--- config.mk ---
export PLATFORM = sky130hd
export DESIGN_NAME = sample_interval_table_generator
export DESIGN_NICKNAME = d
export VERILOG_FILES = /design/src/hw/rtl/sitg_pkg.sv /design/src/hw/rtl/sitg_div.sv /design/src/hw/rtl/sitg_front.sv /design/src/hw/rtl/sitg_queue.sv /design/src/hw/rtl/sitg_back.sv /design/src/hw/rtl/sample_interval_table_generator.sv
export VERILOG_INCLUDE_DIRS = /design/src /design/src/hw/rtl
export SDC_FILE = /design/constraint.sdc
export NUM_CORES = 1
export LEC_CHECK = 0
export BUFFER_PORTS_ARGS = -buffer_cell sky130_fd_sc_hd__buf_4
export CORE_AREA = 4 4 212 214
export CTS_CLUSTER_DIAMETER = 40
export DETAILED_ROUTE_END_ITERATION = 10
export DIE_AREA = 0 0 216 218
export HOLD_SLACK_MARGIN = 0.15
export PLACE_DENSITY = 0.9
export SYNTH_ARGS = -nofsm -noshare
export SYNTH_HDL_FRONTEND = slang
export SYNTH_SLANG_ARGS = --single-unit
--- constraint.sdc ---
create_clock -name aclk -period 6 [get_ports aclk]
set_input_delay 0.3 -clock aclk [delete_from_list [all_inputs] [get_ports aclk]]
set_output_delay 0.3 -clock aclk [all_outputs]
set_load 0.005 [all_outputs]
--- src/hw/rtl/assert_macros.svh ---
// ----------------------------------------------------------------------------
// assert_macros.svh
// Concurrent assertion helpers shared by the RTL.
// ----------------------------------------------------------------------------
`ifndef ASSERT_MACROS_SVH
`define ASSERT_MACROS_SVH

// same-cycle implication
`define ASSERT_IMPLY(name, clk, rst_n, ante, cons) \
    name: assert property (@(posedge clk) disable iff (!rst_n) (ante) |-> (cons)) \
        else $error("same-cycle implication violated");

// next-cycle implication
`define ASSERT_NEXT(name, clk, rst_n, ante, cons) \
    name: assert property (@(posedge clk) disable iff (!rst_n) (ante) |=> (cons)) \
        else $error("next-cycle implication violated");

`endif

--- src/hw/rtl/sitg_pkg.sv ---
`timescale 1ns / 1ps
// ----------------------------------------------------------------------------
// sitg_pkg
// Shared widths, register codes and request/table types.
// ----------------------------------------------------------------------------
package sitg_pkg;

    localparam int IDX_W       = 9;
    // table size is a power of two, so the split per point is a shift
    localparam int POINTS      = 1 << IDX_W;
    localparam int IDX_CMP_W   = 13;
    localparam int SPACING_W   = 16;
    localparam int VEL_W       = 16;
    localparam int RANGE_W     = 20;
    localparam int CFG_IDX_W   = 2;
    localparam int CFG_DATA_W  = 20;
    localparam int REM_W       = 12;
    localparam int A_W         = 21;
    localparam int RECIP_W     = 22;
    localparam int QUEUE_DEPTH = 4;
    localparam int QPTR_W      = 2;
    localparam int QCNT_W      = 3;

    localparam logic [SPACING_W-1:0] SPACING_MAX    = 16'hFFFF;
    localparam logic [VEL_W-1:0]     VELOCITY_RESET = 16'd1480;
    localparam logic [RANGE_W-1:0]   RANGE_RESET    = 20'd0;

    typedef enum logic [CFG_IDX_W-1:0] {
        REG_SOUND_VELOCITY = 2'd0,
        REG_RANGE_LENGTH   = 2'd1
    } cfg_reg_t;

    typedef struct packed {
        logic [SPACING_W-1:0] base;
        logic [REM_W-1:0]     rem;
    } tbl_t;

    typedef struct packed {
        logic [A_W-1:0]   prod;
        logic [IDX_W-1:0] idx;
        logic             in_table;
        logic             has_prev;
        logic             is_final;
    } entry_t;

endpackage

--- src/hw/rtl/sitg_div.sv ---
`timescale 1ns / 1ps
// ----------------------------------------------------------------------------
// sitg_div
// Restoring divider, one quotient bit per cycle.
// ----------------------------------------------------------------------------
module sitg_div #(
    parameter int NUM_W = 34,
    parameter int DEN_W = 16
) (
    input  logic             aclk,
    input  logic             aresetn,
    input  logic             start,
    input  logic [NUM_W-1:0] dividend,
    input  logic [DEN_W-1:0] divisor,
    output logic             done,
    output logic [NUM_W-1:0] quotient
);

    localparam int CNT_W = $clog2(NUM_W + 1);

    logic             busy_reg;
    logic             done_reg;
    logic [CNT_W-1:0] cnt_reg;
    logic [NUM_W-1:0] quo_reg;
    logic [DEN_W-1:0] rem_reg;
    logic [DEN_W-1:0] den_reg;
    logic [DEN_W:0]   trial;
    logic [DEN_W:0]   diff;
    logic             fits;

    assign trial = {rem_reg, quo_reg[NUM_W-1]};
    assign diff  = trial - {1'b0, den_reg};
    assign fits  = trial >= {1'b0, den_reg};

    always_ff @(posedge aclk) begin
        if (!aresetn) begin
            busy_reg <= 1'b0;
            done_reg <= 1'b0;
            cnt_reg  <= '0;
        end else begin
            done_reg <= 1'b0;
            if (start) begin
                busy_reg <= 1'b1;
                cnt_reg  <= CNT_W'(NUM_W);
            end else if (busy_reg) begin
                cnt_reg <= cnt_reg - CNT_W'(1);
                if (cnt_reg == CNT_W'(1)) begin
                    busy_reg <= 1'b0;
                    done_reg <= 1'b1;
                end
            end
        end
    end

    always_ff @(posedge aclk) begin
        if (start) begin
            quo_reg <= dividend;
            rem_reg <= '0;
            den_reg <= divisor;
        end else if (busy_reg) begin
            quo_reg <= {quo_reg[NUM_W-2:0], fits};
            rem_reg <= fits ? diff[DEN_W-1:0] : trial[DEN_W-1:0];
        end
    end

    assign done     = done_reg;
    assign quotient = quo_reg;

endmodule

--- src/hw/rtl/sitg_front.sv ---
`timescale 1ns / 1ps
// ----------------------------------------------------------------------------
// sitg_front
// Accepts requests, classifies the index and forms (index-1)*rem.
// ----------------------------------------------------------------------------
module sitg_front (
    input  logic                        aclk,
    input  logic                        aresetn,
    input  logic                        enable,
    input  sitg_pkg::tbl_t              tbl,
    input  logic                        s_valid,
    output logic                        s_ready,
    input  logic [sitg_pkg::IDX_W-1:0]  s_entry_index,
    output logic                        push_valid,
    input  logic                        push_ready,
    output sitg_pkg::entry_t            push_entry
);

    import sitg_pkg::*;

    localparam logic [IDX_CMP_W-1:0] LAST_IDX = IDX_CMP_W'(POINTS - 1);

    logic             valid_reg;
    entry_t           entry_reg;
    entry_t           entry_next;
    logic             accept;
    logic [IDX_W-1:0] idx_prev;

    assign s_ready  = enable && (!valid_reg || push_ready);
    assign accept   = s_valid && s_ready;
    assign idx_prev = s_entry_index - IDX_W'(1);

    always_comb begin
        entry_next.prod     = A_W'(idx_prev) * A_W'(tbl.rem);
        entry_next.idx      = s_entry_index;
        entry_next.in_table = IDX_CMP_W'(s_entry_index) <= LAST_IDX;
        entry_next.has_prev = s_entry_index != '0;
        entry_next.is_final = IDX_CMP_W'(s_entry_index) == LAST_IDX;
    end

    always_ff @(posedge aclk) begin
        if (!aresetn) begin
            valid_reg <= 1'b0;
        end else if (accept) begin
            valid_reg <= 1'b1;
        end else if (push_ready) begin
            valid_reg <= 1'b0;
        end
    end

    always_ff @(posedge aclk) begin
        if (accept) begin
            entry_reg <= entry_next;
        end
    end

    assign push_valid = valid_reg;
    assign push_entry = entry_reg;

endmodule

--- src/hw/rtl/sitg_queue.sv ---
`timescale 1ns / 1ps
// ----------------------------------------------------------------------------
// sitg_queue
// Short FIFO between the front and back halves.
// ----------------------------------------------------------------------------
module sitg_queue (
    input  logic             aclk,
    input  logic             aresetn,
    input  logic             push_valid,
    output logic             push_ready,
    input  sitg_pkg::entry_t push_entry,
    output logic             pop_valid,
    input  logic             pop_ready,
    output sitg_pkg::entry_t pop_entry
);

    import sitg_pkg::*;

    entry_t              slot_reg [QUEUE_DEPTH];
    logic [QPTR_W-1:0]   wr_ptr_reg;
    logic [QPTR_W-1:0]   rd_ptr_reg;
    logic [QCNT_W-1:0]   count_reg;
    logic                do_push;
    logic                do_pop;

    assign push_ready = count_reg != QCNT_W'(QUEUE_DEPTH);
    assign pop_valid  = count_reg != '0;
    assign pop_entry  = slot_reg[rd_ptr_reg];
    assign do_push    = push_valid && push_ready;
    assign do_pop     = pop_valid && pop_ready;

    always_ff @(posedge aclk) begin
        if (!aresetn) begin
            wr_ptr_reg <= '0;
            rd_ptr_reg <= '0;
            count_reg  <= '0;
        end else begin
            if (do_push) begin
                wr_ptr_reg <= wr_ptr_reg + QPTR_W'(1);
            end
            if (do_pop) begin
                rd_ptr_reg <= rd_ptr_reg + QPTR_W'(1);
            end
            if (do_push && !do_pop) begin
                count_reg <= count_reg + QCNT_W'(1);
            end else if (!do_push && do_pop) begin
                count_reg <= count_reg - QCNT_W'(1);
            end
        end
    end

    always_ff @(posedge aclk) begin
        if (do_push) begin
            slot_reg[wr_ptr_reg] <= push_entry;
        end
    end

endmodule

--- src/hw/rtl/sitg_back.sv ---
`timescale 1ns / 1ps
// ----------------------------------------------------------------------------
// sitg_back
// Remainder step test by reciprocal multiply, spacing and output register.
// ----------------------------------------------------------------------------
module sitg_back (
    input  logic                            aclk,
    input  logic                            aresetn,
    input  sitg_pkg::tbl_t                  tbl,
    input  logic                            pop_valid,
    output logic                            pop_ready,
    input  sitg_pkg::entry_t                pop_entry,
    output logic                            m_valid,
    input  logic                            m_ready,
    output logic [sitg_pkg::SPACING_W-1:0]  m_spacing,
    output logic [sitg_pkg::IDX_W-1:0]      m_point_index,
    output logic                            m_is_final
);

    import sitg_pkg::*;

    localparam int                 DIVISOR = POINTS - 1;
    localparam logic [RECIP_W-1:0] RECIP   = RECIP_W'((64'd1 << A_W) / DIVISOR);
    localparam logic [A_W-1:0]     DIV_A   = A_W'(DIVISOR);
    localparam logic [A_W:0]       DIV_SUM = (A_W + 1)'(DIVISOR);
    localparam int                 PROD_W  = A_W + RECIP_W;

    logic                 s1_valid_reg;
    entry_t               s1_entry_reg;
    logic [A_W-1:0]       s1_quot_reg;
    logic                 s2_valid_reg;
    entry_t               s2_entry_reg;
    logic [A_W-1:0]       s2_resid_reg;
    logic                 out_valid_reg;
    logic [SPACING_W-1:0] spacing_reg;
    logic [IDX_W-1:0]     idx_reg;
    logic                 final_reg;

    logic                 s1_ready;
    logic                 s2_ready;
    logic                 out_ready;
    logic [PROD_W-1:0]    recip_prod;
    logic [A_W-1:0]       back_prod;
    logic [A_W-1:0]       resid_fix;
    logic                 step;
    logic [SPACING_W-1:0] spacing_next;

    assign out_ready = !out_valid_reg || m_ready;
    assign s2_ready  = !s2_valid_reg || out_ready;
    assign s1_ready  = !s1_valid_reg || s2_ready;
    assign pop_ready = s1_ready;

    assign recip_prod = PROD_W'(pop_entry.prod) * PROD_W'(RECIP);
    assign back_prod  = A_W'(s1_quot_reg * DIV_A);
    assign resid_fix  = (s2_resid_reg >= DIV_A) ? s2_resid_reg - DIV_A : s2_resid_reg;
    assign step       = s2_entry_reg.has_prev && s2_entry_reg.in_table &&
                        ((A_W + 1)'(resid_fix) + (A_W + 1)'(tbl.rem) >= DIV_SUM);

    always_comb begin
        if (!s2_entry_reg.in_table) begin
            spacing_next = '0;
        end else if (tbl.base == SPACING_MAX) begin
            spacing_next = SPACING_MAX;
        end else begin
            spacing_next = tbl.base + SPACING_W'(step);
        end
    end

    always_ff @(posedge aclk) begin
        if (!aresetn) begin
            s1_valid_reg  <= 1'b0;
            s2_valid_reg  <= 1'b0;
            out_valid_reg <= 1'b0;
        end else begin
            if (s1_ready) begin
                s1_valid_reg <= pop_valid;
            end
            if (s2_ready) begin
                s2_valid_reg <= s1_valid_reg;
            end
            if (out_ready) begin
                out_valid_reg <= s2_valid_reg;
            end
        end
    end

    always_ff @(posedge aclk) begin
        if (s1_ready && pop_valid) begin
            s1_entry_reg <= pop_entry;
            s1_quot_reg  <= recip_prod[A_W +: A_W];
        end
        if (s2_ready && s1_valid_reg) begin
            s2_entry_reg <= s1_entry_reg;
            s2_resid_reg <= s1_entry_reg.prod - back_prod;
        end
        if (out_ready && s2_valid_reg) begin
            spacing_reg <= spacing_next;
            idx_reg     <= s2_entry_reg.idx;
            final_reg   <= s2_entry_reg.is_final;
        end
    end

    assign m_valid       = out_valid_reg;
    assign m_spacing     = spacing_reg;
    assign m_point_index = idx_reg;
    assign m_is_final    = final_reg;

endmodule

--- src/hw/rtl/sample_interval_table_generator.sv ---
`timescale 1ns / 1ps
// ----------------------------------------------------------------------------
// sample_interval_table_generator
// Decimation spacing per display point of an A-scan, remainder distributed
// Bresenham style over the points.
//
// Usage: write sound_velocity (index 0) and range_length (index 1) on the
// cfg channel while no request is in flight. Each write, and reset, starts
// a table recompute: total = range * SAMPLE_RATE_MHZ * 125 / velocity on a
// bit-serial divider; the split over the 512 points is a shift and a mask.
// s_ready stays low until it is done. After reset the recompute runs on
// the reset values. Requests on s_ carry an entry index; each yields
// exactly one result on m_ with the spacing, the index and a last-point
// flag. One request per cycle is sustained while m_ready stays high;
// m_valid follows through the front register, the queue and three back
// stages (reciprocal multiply, residue, output register). When m_ready
// is low the back stages and the four-entry queue fill, then s_ready
// drops; nothing is lost.
// ----------------------------------------------------------------------------
`include "assert_macros.svh"

module sample_interval_table_generator #(
    parameter int SAMPLE_RATE_MHZ = 100,
    parameter int MIN_TOTAL       = 512
) (
    input  logic                             aclk,
    input  logic                             aresetn,
    input  logic                             s_valid,
    output logic                             s_ready,
    input  logic [sitg_pkg::IDX_W-1:0]       s_entry_index,
    output logic                             m_valid,
    input  logic                             m_ready,
    output logic [sitg_pkg::SPACING_W-1:0]   m_spacing,
    output logic [sitg_pkg::IDX_W-1:0]       m_point_index,
    output logic                             m_is_final,
    input  logic                             cfg_valid,
    output logic                             cfg_ready,
    input  logic [sitg_pkg::CFG_IDX_W-1:0]   cfg_index,
    input  logic [sitg_pkg::CFG_DATA_W-1:0]  cfg_data
);

    import sitg_pkg::*;

    localparam int SCALE   = SAMPLE_RATE_MHZ * 125;
    localparam int SCALE_W = $clog2(SCALE + 1);
    localparam int NUM_W   = RANGE_W + SCALE_W;
    localparam int QUO_W   = NUM_W - IDX_W;
    localparam logic [IDX_CMP_W-1:0] LAST_IDX = IDX_CMP_W'(POINTS - 1);

    typedef enum logic [1:0] {
        ST_TOTAL_START,
        ST_TOTAL_WAIT,
        ST_READY
    } state_t;

    state_t               state_reg;
    logic [VEL_W-1:0]     velocity_reg;
    logic [RANGE_W-1:0]   range_reg;
    tbl_t                 tbl_reg;

    logic [VEL_W-1:0]     vel_eff;
    logic [NUM_W-1:0]     scaled;
    logic                 div_start;
    logic                 div_done;
    logic [NUM_W-1:0]     div_quo;
    logic [QUO_W-1:0]     per_point;
    logic [QUO_W-1:0]     base_wide;
    logic [SPACING_W-1:0] base_sat;
    logic                 total_short;
    logic                 m_beyond;
    logic                 m_last;

    logic                 push_valid;
    logic                 push_ready;
    entry_t               push_entry;
    logic                 pop_valid;
    logic                 pop_ready;
    entry_t               pop_entry;

    assign cfg_ready = 1'b1;

    assign vel_eff     = (velocity_reg == '0) ? VEL_W'(1) : velocity_reg;
    assign scaled      = NUM_W'(range_reg) * NUM_W'(SCALE);
    assign div_start   = state_reg == ST_TOTAL_START;
    assign per_point   = div_quo[NUM_W-1:IDX_W];
    assign base_wide   = (per_point == '0) ? '0 : per_point - QUO_W'(1);
    assign base_sat    = (|base_wide[QUO_W-1:SPACING_W]) ? SPACING_MAX
                                                         : base_wide[SPACING_W-1:0];
    assign total_short = 64'(div_quo) < 64'(MIN_TOTAL);

    always_ff @(posedge aclk) begin
        if (!aresetn) begin
            state_reg    <= ST_TOTAL_START;
            velocity_reg <= VELOCITY_RESET;
            range_reg    <= RANGE_RESET;
        end else if (cfg_valid) begin
            case (cfg_index)
                REG_SOUND_VELOCITY: begin
                    velocity_reg <= cfg_data[VEL_W-1:0];
                end
                REG_RANGE_LENGTH: begin
                    range_reg <= cfg_data[RANGE_W-1:0];
                end
                default: begin
                end
            endcase
            state_reg <= ST_TOTAL_START;
        end else begin
            case (state_reg)
                ST_TOTAL_START: begin
                    state_reg <= ST_TOTAL_WAIT;
                end
                ST_TOTAL_WAIT: begin
                    if (div_done) begin
                        tbl_reg.base <= total_short ? '0 : base_sat;
                        tbl_reg.rem  <= total_short ? '0 : REM_W'(div_quo[IDX_W-1:0]);
                        state_reg    <= ST_READY;
                    end
                end
                ST_READY: begin
                end
                default: begin
                    state_reg <= ST_TOTAL_START;
                end
            endcase
        end
    end

    sitg_div #(
        .NUM_W (NUM_W),
        .DEN_W (VEL_W)
    ) u_div (
        .aclk     (aclk),
        .aresetn  (aresetn),
        .start    (div_start),
        .dividend (scaled),
        .divisor  (vel_eff),
        .done     (div_done),
        .quotient (div_quo)
    );

    sitg_front u_front (
        .aclk          (aclk),
        .aresetn       (aresetn),
        .enable        (state_reg == ST_READY),
        .tbl           (tbl_reg),
        .s_valid       (s_valid),
        .s_ready       (s_ready),
        .s_entry_index (s_entry_index),
        .push_valid    (push_valid),
        .push_ready    (push_ready),
        .push_entry    (push_entry)
    );

    sitg_queue u_queue (
        .aclk       (aclk),
        .aresetn    (aresetn),
        .push_valid (push_valid),
        .push_ready (push_ready),
        .push_entry (push_entry),
        .pop_valid  (pop_valid),
        .pop_ready  (pop_ready),
        .pop_entry  (pop_entry)
    );

    sitg_back u_back (
        .aclk          (aclk),
        .aresetn       (aresetn),
        .tbl           (tbl_reg),
        .pop_valid     (pop_valid),
        .pop_ready     (pop_ready),
        .pop_entry     (pop_entry),
        .m_valid       (m_valid),
        .m_ready       (m_ready),
        .m_spacing     (m_spacing),
        .m_point_index (m_point_index),
        .m_is_final    (m_is_final)
    );

    assign m_beyond = IDX_CMP_W'(m_point_index) > LAST_IDX;
    assign m_last   = IDX_CMP_W'(m_point_index) == LAST_IDX;

    `ASSERT_NEXT(a_cfg_blocks_requests, aclk, aresetn, cfg_valid && cfg_ready, !s_ready)
    `ASSERT_IMPLY(a_beyond_table_zero, aclk, aresetn, m_valid && m_beyond, m_spacing == '0)
    `ASSERT_IMPLY(a_final_flag, aclk, aresetn, m_valid, m_is_final == m_last)

endmodule

==> Word level (Yosys, flattened, before mapping) <==
Memory sizes are Yosys's and may differ from the RTL's. A register that Yosys moved wholly into a read port is not among the register bits.
Cells that the tools add are included.
{ "word_totals": {"register_bits": 288, "latch_bits": 0, "mem_bits_rw": 128, "rom_bits": 0, "in_bits": 36, "mem_count": 1} }
{ "classes": {"addsub": 12, "multipliers": 4, "div_mod_pow": 0, "order_cmp": 4, "n_eq_ne": 8, "n_shift": 0, "mux": 23, "n_bitwise": 4, "n_reduce_logical": 37} }
{ "memory_table": {"columns": ["memory", "depth", "width", "rd", "rd_clocked_by_memory_dff", "write_ports", "line_no", "source"], "rows": [
  ["u_queue.slot_reg", 4, 32, 1, 1, 1, "sitg_queue.sv:19", "entry_t slot_reg [QUEUE_DEPTH];"]
]} }
{ "op_table": {"columns": ["op", "count"], "rows": [
  ["34-bit two-way mux", 2],
  ["16-bit two-way mux", 3],
  ["34-bit by 10-bit less-than comparator with 1-bit output (second input constant)", 1],
  ["20-bit by 12-bit multiplier with 32-bit output (second input constant)", 1],
  ["21-bit by 10-bit multiplier with 31-bit output (second input constant)", 1],
  ["25-bit logical NOT", 1],
  ["25-bit two-way mux", 1],
  ["25-bit by 1-bit subtractor with 25-bit output (second input constant)", 1],
  ["21-bit by 12-bit adder with 22-bit output", 1],
  ["22-bit by 9-bit >= comparator with 1-bit output (second input constant)", 1],
  ["21-bit by 9-bit >= comparator with 1-bit output (second input constant)", 1],
  ["13-bit by 9-bit multiplier with 21-bit output (second input constant)", 1],
  ["9-bit by 12-bit multiplier with 21-bit output", 1],
  ["21-bit two-way mux", 1],
  ["21-bit subtractor", 1],
  ["21-bit by 9-bit subtractor with 21-bit output (second input constant)", 1],
  ["17-bit by 16-bit >= comparator with 1-bit output", 1],
  ["16-bit by 1-bit adder with 16-bit output", 1],
  ["16-bit equality test (second input constant)", 1],
  ["16-bit logical NOT", 1],
  ["16-bit subtractor", 1],
  ["6-bit two-way mux", 2],
  ["1-bit logical AND", 10],
  ["9-bit equality test (second input constant)", 1],
  ["26 further kinds", 55]
]} }

==> Longest topological paths before layout <==
{ "logic_depth": {"word_depth": 8, "ltp_mapped": 25} }

==> Modules after synthesis <==
A second synthesis with hierarchy kept.
{ "unflattened": {"cells_unflattened": 2610, "area_unflattened_um2": 29708.5} }
{ "modules_own_cells": {"columns": ["mod", "instances", "cells_each", "area_per_inst_um2", "seq_area_each_um2"], "rows": [
  ["sitg_back", 1, 759, 8667.1, 3213.1],
  ["sample_interval_table_generator", 1, 820, 7238.2, 1511.4],
  ["sitg_queue", 1, 221, 5303.8, 4144.0],
  ["sitg_front", 1, 480, 4685.7, 980.9],
  ["sitg_div", 1, 330, 3813.7, 1981.9]
]} }

==> Least setup slack after synthesis <==
Ideal clock, no wire load.
{ "synth_path": {"path_type": "register to register", "startpoint": "reg u_back.s1_quot_reg[0]", "endpoint": "reg u_back.s2_resid_reg[19] (data pin)", "arrival_time_ns": 5.159, "required_time_ns": 5.743, "path_slack_ns": 0.584, "path_stages_with_launch": 17, "n_path_buf": 0, "cell_sequence": "edfxtp_1 inv_1 fa_1 fa_1 inv_1 fa_1 inv_1 fa_1 fa_1 ha_1 or3_1 or2_2 a31oi_1 o21ai_0 and3_1 o41a_1 xor2_1"} }
{ "synth_via": {"elab_chain_cells": 2} }
{ "synth_lines": {"columns": ["item", "line_no", "source"], "rows": [
  ["start, declared", "sitg_back.sv:30", "logic [A_W-1:0] s1_quot_reg;"],
  ["start signal, assigned", "sitg_back.sv:90", "s1_quot_reg <= recip_prod[A_W +: A_W];"],
  ["13-bit by 9-bit multiplier with 21-bit output", "sitg_back.sv:54", "assign back_prod = A_W'(s1_quot_reg * DIV_A);"],
  ["21-bit subtractor", "sitg_back.sv:94", "s2_resid_reg <= s1_entry_reg.prod - back_prod;"],
  ["end signal, assigned", "sitg_back.sv:94", null],
  ["end, declared", "sitg_back.sv:33", "logic [A_W-1:0] s2_resid_reg;"]
]} }
No other way between the ends.
A chain may end at the register's enable or synchronous reset.

==> results.cfg <==
[grt]
antenna_found_initial = 0
grt_first_pass_wirelength_um = 98570
number_of_global_route_vias_before_repair = 19520
grt_use_total_pct = 25.96
grt_max_degree = 65
overflow = 0

[sta]
setup_viol = 0
achievable-frequency_mhz = 172.8
skew_ns = 0.05368
finalCritPeriodShare_pct = 96.43
finalWorstPathRequiredPeriod_ns = 5.786
rsz0062_at_grt = false
final_hold_viol_count = 0
timing_worst_slew_pin_value_ns = 1.214
tns_ns = 0
max_slew_margin_pct = 19.00
final-max-slew-violation-count = 0

[clocking]
cts_made_buffers = 54
cts_root_buf = sky130_fd_sc_hd__clkbuf_16
tritoncts = built
clkSinkCount = 406
clockBufferDepth = 3
worst_setup_hold_path_clk_slew_ns = 0.06
worstSkewPairLatency_ns = 0.62
ctsHtreeMaxLevel = 2

[setup_path]
reg2reg_depth = 16
timing.critical_path.from_type = primary input
slowest_library_cell_on_the_worst_path = sky130_fd_sc_hd__fa_1
cp_data_required_time_ns = 6.36
worst-r2r-setup-slack_ns = 0.28
cp_top_family = adder cells
r2r_start = u_back.s1_quot_reg[3]
crit_path_max_fanout = 9
critical_path.startpoint = s_entry_index[0]
cp.buffers_inverters = 8
path_class = primary input to register
cp_data_arrival_time_ns = 6.14
worstSetupEndpoint = u_front.push_entry[30]
worst_setup_path_end_kind = register
critical_path_cell_count = 26
cp_slowest_stage_delay_ns = 0.63
rr_endpoint = u_back.s2_resid_reg[19]

[synth]
synth_top_flop_cell = sky130_fd_sc_hd__edfxtp_1
synth_area_um2 = 27160
netlist.area_leader.share_pct = 36.37
synth.area.top_cells = sky130_fd_sc_hd__edfxtp_1 36%, sky130_fd_sc_hd__fa_1 13%, sky130_fd_sc_hd__ha_1 12%
syn-num-nets = 2841
synth_cell_types = 85
ys.warnings.count = 0
synth_seq_cells = 406
synth-edff-count = 329
synth_area_leader_cell = sky130_fd_sc_hd__edfxtp_1
synth-async-reset-ratio_pct = 0
avgSynthCellArea_um2 = 11.51
syn-instance-count = 2359
ys_seq_area_share_pct = 42.05

[route]
drtPass1Iterations = 5
drt_iter0_markers = 1451
final_wirelength_um = 60200
via_density = 5.888
total_via_count_after_detailed_routing = 18240
routed_wire_length_per_instance_um = 19.44
remaining_drc_errors = 0
antenna_violating_nets_post_route = 0

[cells_and_area]
layout.filler_cells = 2700
area_growth_pct = 12.75
antenna-diode-count = 0
largest_register_ffs = 124
final_net_count = 2950
layout-drive-gt1-share_pct = 10.43

[die]
num_rows = 76
core_um2 = 42890
horiz_die_dim_um = 216
chipHeight_um = 218
die_area_um2 = 47090
start_util_pct = 63.33
floorplan.io_pins = 65

[placed_design]
io_buffer_count = 63
gp_congestion = 0.9021
hpwl_um = 42920

[hold_path]
worst_hold_path_type = primary input to register
worst_hold_startpoint = cfg_index[1]

[run]
max_cap_violations = 0

[run_status]
result_of_the_run = completed
## cell type report
| cell class | count | area [µm²] | area share, % |
|---|---|---|---|
| repair buffers | 122 | 1008 | 3.293 |
| clock buffers | 62 | 1423 | 4.646 |
| inverters | 314 | 1179 | 3.849 |
| multi-input cells | 1570 | 14350 | 46.86 |
| clock inverters | 38 | 509.2 | 1.663 |
| well taps | 585 | 732.0 | 2.390 |
| flip-flops and latches | 406 | 11420 | 37.30 |
## cells by family (layout without fill, tap and decap cells)
| kind of cell | after synthesis | count (layout) | synth area share (%) |
|---|---|---|---|
| flops | 406 | 406 | 42.05 |
| fa+ha+maj | 446 | 446 | 25.52 |
| compound gates | 343 | 343 | 8.333 |
| simple gates | 591 | 591 | 10.89 |
| buf+inv | 383 | 536 | 5.436 |
| other cells | 1 | 1 | 0.01381 |
| mux | 48 | 48 | 3.211 |
| xor+xnor | 141 | 141 | 4.547 |
## stage by stage
step	std cells	setup WS (ns)	area (µm²)	util, %	hold slack (ns)
floorplan	2359	0.5840	27160	-	0.3989
global placement	2958	0.3798	28240	65.86	0.4011
detailed placement	2958	0.1574	28240	65.86	0.4045
CTS	3095	0.006899	30550	71.24	0.1640
global route	3097	0.03679	30620	71.41	0.2192
finish	3097	0.2145	30620	71.41	0.2064
## worst reg2reg max path: cells and delay by family (launching register included)
family,cells,cell delay [ns]
AND/OR/NAND/NOR,3,1.00
adder cells (fa/ha/maj),6,2.84
flip-flops,1,0.40
XOR/XNOR,1,0.15
buffers and inverters,3,0.29
AO/OA/AOI/OAI,3,0.81
## cell usage after synthesis (19+ instances only)
| cell | count |
|---|---|
| sky130_fd_sc_hd__a211oi_1 | 20 |
| sky130_fd_sc_hd__a21boi_0 | 39 |
| sky130_fd_sc_hd__a21o_1 | 27 |
| sky130_fd_sc_hd__a21oi_1 | 71 |
| sky130_fd_sc_hd__and2_1 | 54 |
| sky130_fd_sc_hd__and3_1 | 19 |
| sky130_fd_sc_hd__clkbuf_1 | 50 |
| sky130_fd_sc_hd__dfxtp_1 | 77 |
| sky130_fd_sc_hd__edfxtp_1 | 329 |
| sky130_fd_sc_hd__fa_1 | 180 |
| sky130_fd_sc_hd__ha_1 | 266 |
| sky130_fd_sc_hd__inv_1 | 312 |
| sky130_fd_sc_hd__mux4_2 | 31 |
| sky130_fd_sc_hd__nand2_1 | 207 |
| sky130_fd_sc_hd__nand2b_1 | 22 |
| sky130_fd_sc_hd__nand3_1 | 53 |
| sky130_fd_sc_hd__nand4_1 | 20 |
| sky130_fd_sc_hd__nor2_1 | 78 |
| sky130_fd_sc_hd__nor2b_1 | 24 |
| sky130_fd_sc_hd__nor3_1 | 42 |
| sky130_fd_sc_hd__o21ai_0 | 82 |
| sky130_fd_sc_hd__xnor2_1 | 89 |
| sky130_fd_sc_hd__xor2_1 | 52 |
## metal layers
metal / part of all wire, % / track usage, % / up-vias / wire length [µm]
li1: - / - / 8417 / -
met1: 37 / 29.70 / 8929 / 22350
met2: 53 / 48.12 / 688 / 31830
met3: 5.5 / 4.222 / 202 / 3281
met4: 4.6 / 11.27 / 0 / 2743
met5: 0 / 0 / - / 0
## cells in the final DEF, fill, tap and decap left out, drive strengths merged, types with 27 or more instances in the layout
cell type	instances
nor2	80
edfxtp	329
xor2	52
inv	321
fa	180
nor3	43
clkbuf	62
a21oi	82
a21boi	42
nand3	53
nand2	208
mux4	31
ha	266
o21ai	87
dfxtp	77
xnor2	89
dlygate4sd3	37
a21o	27
and2	54
buf	85
## repair_timing
item,CTS,global route
gates resized for setup,1,11
setup buffers,0,2
pin swaps,0,3
endpoints found under the hold margin,52,0
setup endpoints to repair,2,18
hold buffers,37,0
## worst min-delay path by stage
| stage | to | slack, ns | cells after the start |
|---|---|---|---|
| after floorplan | u_front.push_entry[10] | 0.40 | 0 |
| after global placement | u_back.s2_entry_reg[11] | 0.40 | 0 |
| after detailed placement | u_back.m_is_final | 0.40 | 0 |
| after CTS | velocity_reg[15] | 0.16 | 5 |
| after global routing | velocity_reg[0] | 0.22 | 5 |
| final | velocity_reg[13] | 0.21 | 5 |
Power is left out: the tool's default activity adds up to more than one toggle a clock period on the data nets, which glitch-free logic cannot reach.
